===== src/sv/gsp_pkg.sv =====
`default_nettype none
// ---------------------------------------------------------------------------
// gsp_pkg
// shared word types and constants for the grid source placement search
// ---------------------------------------------------------------------------
package gsp_pkg;

  localparam int unsigned TimeW = 13;
  localparam int unsigned TimeMax = 4095;

  localparam logic [1:0] KIND_EMPTY = 2'd0;
  localparam logic [1:0] KIND_WALL = 2'd1;
  localparam logic [1:0] KIND_SOURCE = 2'd2;

  localparam logic REG_GRID_SIDE = 1'b0;
  localparam logic REG_PICK_COUNT = 1'b1;

  typedef struct packed {
    logic [1:0] cell_kind;
    logic       last_cell;
  } in_word_t;

  typedef struct packed {
    logic signed [TimeW-1:0] least_time;
    logic                    found;
  } out_word_t;

  // per-row control from the sequencer
  typedef struct packed {
    logic load_seed;
    logic expand;
    logic wall_we;
    logic wall_bit;
  } gsp_ctrl_t;

endpackage
`default_nettype wire


===== src/sv/gsp_row_cell.sv =====
`default_nettype none
// ---------------------------------------------------------------------------
// gsp_row_cell
// one grid row: wall bits and reached bits, grows from its row neighbors
// ---------------------------------------------------------------------------
module gsp_row_cell #(
  parameter int MAX_SIDE = 64
) (
  input  wire logic                        clk,
  input  wire gsp_pkg::gsp_ctrl_t          ctrl,
  input  wire logic [$clog2(MAX_SIDE)-1:0] wall_col,
  input  wire logic [MAX_SIDE-1:0]         active,
  input  wire logic [MAX_SIDE-1:0]         seed,
  input  wire logic [MAX_SIDE-1:0]         up,
  input  wire logic [MAX_SIDE-1:0]         down,
  output logic      [MAX_SIDE-1:0]         reached,
  output logic                             changed,
  output logic                             hole
);
  import gsp_pkg::*;

  logic [MAX_SIDE-1:0] wall;
  logic [MAX_SIDE-1:0] reached_next;

  always_comb begin
    reached_next = (reached | (reached << 1) | (reached >> 1) | up | down)
                   & ~wall & active;
    changed = ctrl.expand && (reached_next != reached);
    hole = |(active & ~wall & ~reached);
  end

  always_ff @(posedge clk) begin
    if (ctrl.wall_we) begin
      wall[wall_col] <= ctrl.wall_bit;
    end
    if (ctrl.load_seed) begin
      reached <= seed;
    end else if (ctrl.expand) begin
      reached <= reached_next;
    end
  end
endmodule
`default_nettype wire


===== config.mk =====
export PLATFORM = sky130hd
export DESIGN_NAME = gsp_row_cell
export DESIGN_NICKNAME = d
export VERILOG_FILES = /design/src/sv/gsp_pkg.sv /design/src/sv/gsp_row_cell.sv
export SDC_FILE = /design/constraint.sdc
export NUM_CORES = 1
export LEC_CHECK = 0
export BUFFER_PORTS_ARGS = -buffer_cell sky130_fd_sc_hd__buf_2
export CORE_MARGIN = 4
export CORE_UTILIZATION = 30
export DETAILED_ROUTE_END_ITERATION = 10
export PLACE_DENSITY = 0.52
export SYNTH_ARGS = -nofsm -noshare
export SYNTH_HDL_FRONTEND = slang
export SYNTH_SLANG_ARGS = --single-unit

===== constraint.sdc =====
create_clock -name clk -period 3.6 [get_ports clk]
set_clock_uncertainty 0.1 [all_clocks]
set_input_delay 0.54 -clock clk [delete_from_list [all_inputs] [get_ports clk]]
set_output_delay 0.54 -clock clk [all_outputs]
set_load 0.02 [all_outputs]

== Word level (Yosys, flattened, before mapping) ==
Index checks and enable logic that the tools add are counted.

* Bits in registers: 128
* Input port bits: 267
* Output and inout bits: 66

* $lt $le $gt $ge: 2
* Eq/ne operators: 1
* Muxes and demuxes: 5
* Bitwise logic cells: 10
* Reductions and logical operators: 4

{| class="wikitable"
|+ Operator list
! kind !! number
|-
| $and A64 B64 Y64 || 4
|-
| $or A64 B64 Y64 || 3
|-
| $mux W64 || 2
|-
| $not A64 Y64 || 2
|-
| $bwmux W64 || 1
|-
| $ne A64 B64 Y1 || 1
|-
| $or A64 B63 Y64 || 1
|-
| $reduce_or A64 Y1 || 1
|-
| $lt A6 B7 Y1 const B || 1
|-
| $demux W1 S6 || 1
|-
| $ge A6 B1 Y1 const B || 1
|-
| $logic_and A1 B1 Y1 || 2
|-
| $reduce_bool A2 Y1 || 1
|-
| $mux W1 || 1
|}

== Longest topological paths before layout ==
* Depth after elaboration: 8
* Mapped depth: 7
* Mapped depth without buffers: 7

== Least setup slack after synthesis ==
Ideal clock, no wire load.

* Path kind: flip-flop to output port
* Start point: register reached[12]
* End point: output port changed
* Arrival: 2.368 ns
* Required time: 2.960 ns
* Path slack: 0.592 ns
* Stages on the path, launching flop included: 8
* Buffers on the path: 0
* Cells stage by stage: edfxtp_1 or4_4 nor3b_4 a2111oi_4 nand3_1 nor4_2 nand4_1 o31a_1

* Cells in the longest elaborated chain, start to end: 8

{| class="wikitable"
|+ Ends and longest elaborated chain
! item !! line !! text
|-
| start: declaration || gsp_row_cell.sv:16 || <nowiki>output logic [MAX_SIDE-1:0] reached,</nowiki>
|-
| start signal: assignment || gsp_row_cell.sv:39 || <nowiki>reached <= reached_next;</nowiki>
|-
| $or A64 B64 Y64 || gsp_row_cell.sv:26 || <nowiki>reached_next = (reached | (reached << 1) | (reached >> 1) | up | down)</nowiki>
|-
| $or A64 B63 Y64 || gsp_row_cell.sv:26 ||
|-
| $or A64 B64 Y64 (2 in a row) || gsp_row_cell.sv:26 ||
|-
| $and A64 B64 Y64 (2 in a row) || gsp_row_cell.sv:27 || <nowiki>& ~wall & active;</nowiki>
|-
| $ne A64 B64 Y1 (*) || gsp_row_cell.sv:28 || <nowiki>changed = ctrl.expand && (reached_next != reached);</nowiki>
|-
| $logic_and A1 B1 Y1 (*) || gsp_row_cell.sv:28 ||
|-
| end: declaration || gsp_row_cell.sv:17 || <nowiki>output logic changed,</nowiki>
|}

Mark *: on every way between the ends. The rest lies on a longest branch, timed or not.

== Worst setup path after layout ==
* Start point: register reached[18]
* End point: output port changed

The elaborated chain is that of the path after synthesis.

==> impl_metrics.csv <==
group,metric,value,unit
floorplan,die_x,163.9,um
grt,grt_pass1_wl,51540,um
logic_synthesis,avgSynthCellArea,10.15,sq um
min_path,worstHoldStart,"seed[22]",
layout,final_nets,1393,
timing,slew_violations,0,
critical_path,required,2.96,ns
logic_synthesis,seq_area_frac_synth,52.72,%
logic_synthesis,yosysTopAreaCellShare,52.72,%
clock_tree,cts_tree,"yes",
logic_synthesis,synth.mux.area_fraction,0,%
critical_path,path_class,"reg2out",
critical_path,r2r-start,"reached[46]",
logic_synthesis,async_reset_ff_share,0,%
clock_tree,clock-sinks,128,
layout,drive_gt1_share,43.37,%
critical_path,endpoint_kind,"output pin",
timing,post-route-period-util,99.30,%
pwr,powerDensity,422.1,mW/mm^2
place,gp_congestion,1.035,
logic_synthesis,synthTopCellsByCount,"edfxtp_1, nor2_1, nand2_1",
clock_tree,h-tree-depth,4,
timing,min_period,3.575,ns
floorplan,dieArea,0.02686,sq mm
critical_path,critPathLaunchType,"flip-flop",
place,preCtsSetupSlack,0.2230,ns
critical_path,rr_endpoint,"reached[46]",
routing,drt_iter0_drc,882,
timing,finalHoldViolCount,0,
critical_path,ff2ff_setup_slack,1.53,ns
logic_synthesis,synth-simple-area-share,28.87,%
routing,wire_per_inst,25.92,um
routing,drcViolationCount,0,
floorplan,num_rows,56,
timing,setup-tns-final,0,ns
logic_synthesis,yosysMostFrequentCell,"edfxtp_1",
timing,worst_pin_slew,1.071,ns
logic_synthesis,synth_flop_cell,"edfxtp_1",
routing,vias,8053,
logic_synthesis,synth_edf_count,128,
logic_synthesis,synth_cell_types,43,
min_path,hold_depth,2,
floorplan,coreArea,0.02368,sq mm
logic_synthesis,synthCells,718,
timing,setup_viol,0,
floorplan,start_util,30.79,%
grt,grt_overflow,0,
clock_tree,cts_buffer_depth,2,
routing,drt-pass1-iter-count,5,
logic_synthesis,synthAdderAreaFrac,0,%
clock_tree,cts_hold_buf,0,
clock_tree,cts_root_buf,"clkbuf_16",
timing,fmax,279.7,MHz
layout,syn_to_final_growth,45.87,%
grt,use_met2,44.66,%
clock_tree,clk-insertion-delay-late,0.43,ns
critical_path,r2r_cells,4,
layout,final.fill_count,2418,
grt,grtUsageMet3,4.868,%
routing,drt-total-wl,37850,um
place,port_buffers,332,
job,cap_violations,0,
logic_synthesis,syn_nets,985,
min_path,holdCritPathClass,"in2reg",
timing,worst_slack,0.02522,ns
clock_tree,clk_pin_slew,0.06,ns
grt,antenna_found_initial,4,
logic_synthesis,synth_warnings,0,
place,hpwl,31230,um
pwr,p_leak,4.344,nW
logic_synthesis,yosys.area.top_type,"edfxtp_1",
logic_synthesis,syn_area,0.007291,sq mm
floorplan,io_pins,333,
pwr,vdd_ir_drop_max,0.0002981,V
logic_synthesis,synth-compound-area-share,14.76,%
critical_path,worst-path-max-fanout,5,
min_path,hold_end,"reached[22]",
grt,grt_max_degree,65,
grt,top_usage_layer,"met2",
clock_tree,cts_buffers,17,
logic_synthesis,synth_top_family_by_area,"simple AND/OR/NAND/NOR gates",
grt,met1_usage,36.03,%
grt,first_global_vias,7707,
critical_path,cp.arrival,2.93,ns
logic_synthesis,synth.ff_latch_count,128,
run_status,status,"finished clean",
routing,ant_nets,0,
routing,viasPerCell,5.516,
floorplan,die_height,163.9,um
logic_synthesis,synth.area.top_cells,"edfxtp_1, nor2_1, nand2b_1",
logic_synthesis,synth-xor-area-share,2.523,%
critical_path,startpoint,"reached[18]",
grt,gr-usage-all-layers,26.96,%
timing,slew_headroom,28.63,%
## layout make-up
type,instances,area (sq um),share of cell area [%]
clock inverter,14,181.4,1.706
antenna,2,5.005,0.04706
timing repair buffer,408,2235,21.01
sequential,128,3844,36.14
inverter,3,11.26,0.1059
clock buffer,18,429.2,4.035
tap,319,399.1,3.753
multi-input combinational,568,3531,33.20
## cell families after synthesis
kind of cell              Yosys count
DFF                               128
and+or+nand+nor                   404
xor gates and xnor gates           21
AOI/OAI and AO/OA                 143
buffers and inverters              22
## report_power, final
part           internal (mW)  switching [mW]  leakage, nW  total [mW]
Clock                   1.10           0.727        0.297        1.83
Combinational          0.348           0.515         2.79       0.863
Sequential              1.72          0.0744         1.26        1.80
## routing by layer
layer | share of wire, % | wire (um)
met1 | 41 | 15640
met2 | 48 | 18020
met3 | 8.5 | 3214
met4 | 2.5 | 963
met5 | 0.034 | 13
## per-stage QoR
step	instances	util (%)	hold WS [ns]	power [mW]	cell area, sq um
floorplan	718	-	0.5355	2.154	7291
global placement	1404	40.91	0.5946	2.621	9688
detailed placement	1404	40.91	0.6096	2.624	9688
CTS	1442	43.85	0.2742	4.447	10380
global route	1459	44.90	0.2831	4.628	10630
finish	1460	44.91	0.2832	4.489	10640
## worst max-delay path, stage by stage, from the launching register on
cell      delay [ns]
edfxtp_1        0.46
or4_1           0.62
o21ai_1         0.21
o311ai_0        0.18
nor3_1          0.35
nand4_1         0.14
o31a_1          0.35
buf_2           0.19
## sequential cells by signal (all words and copies together), names as in the netlist
name / count
wall: 64
reached: 64
## repair_timing
action	in CTS	in global routing
cloned	0	0
setup buffers	6	16
pin swaps	1	3
endpoints found under the setup margin	1	1
gates resized for setup	7	21
## worst max-delay path by stage
stage,slack (ns),cells after the start,to
detailed placement,0.22,8,changed
finish,0.03,7,changed
global route,-0.005,8,changed
global placement,0.22,8,changed
CTS,0.001,8,changed
floorplan,0.59,7,changed
## cells in the final DEF (no fill, tap or decap), drive strengths merged, types with 2 or more instances in the layout
cell type    n
xnor2        3
o32ai        7
bufinv       3
clkbuf      18
nand2       70
o31a         2
edfxtp     128
o21ai       16
nand3b       2
nor2       107
nor4        49
a222oi       3
o31ai       51
buf        408
a21o         4
nor2b        9
nor3        26
a22oi        3
nand2b      64
a211oi       4
o22ai       26
nand3        9
or4         22
a221oi       9
o41ai        5
xor2        18
clkinv       5
or2         30
or3          2
a22o         8
diode        2
inv          8
nor3b        3
nand4       10
Power figures use the tool's default switching activity.
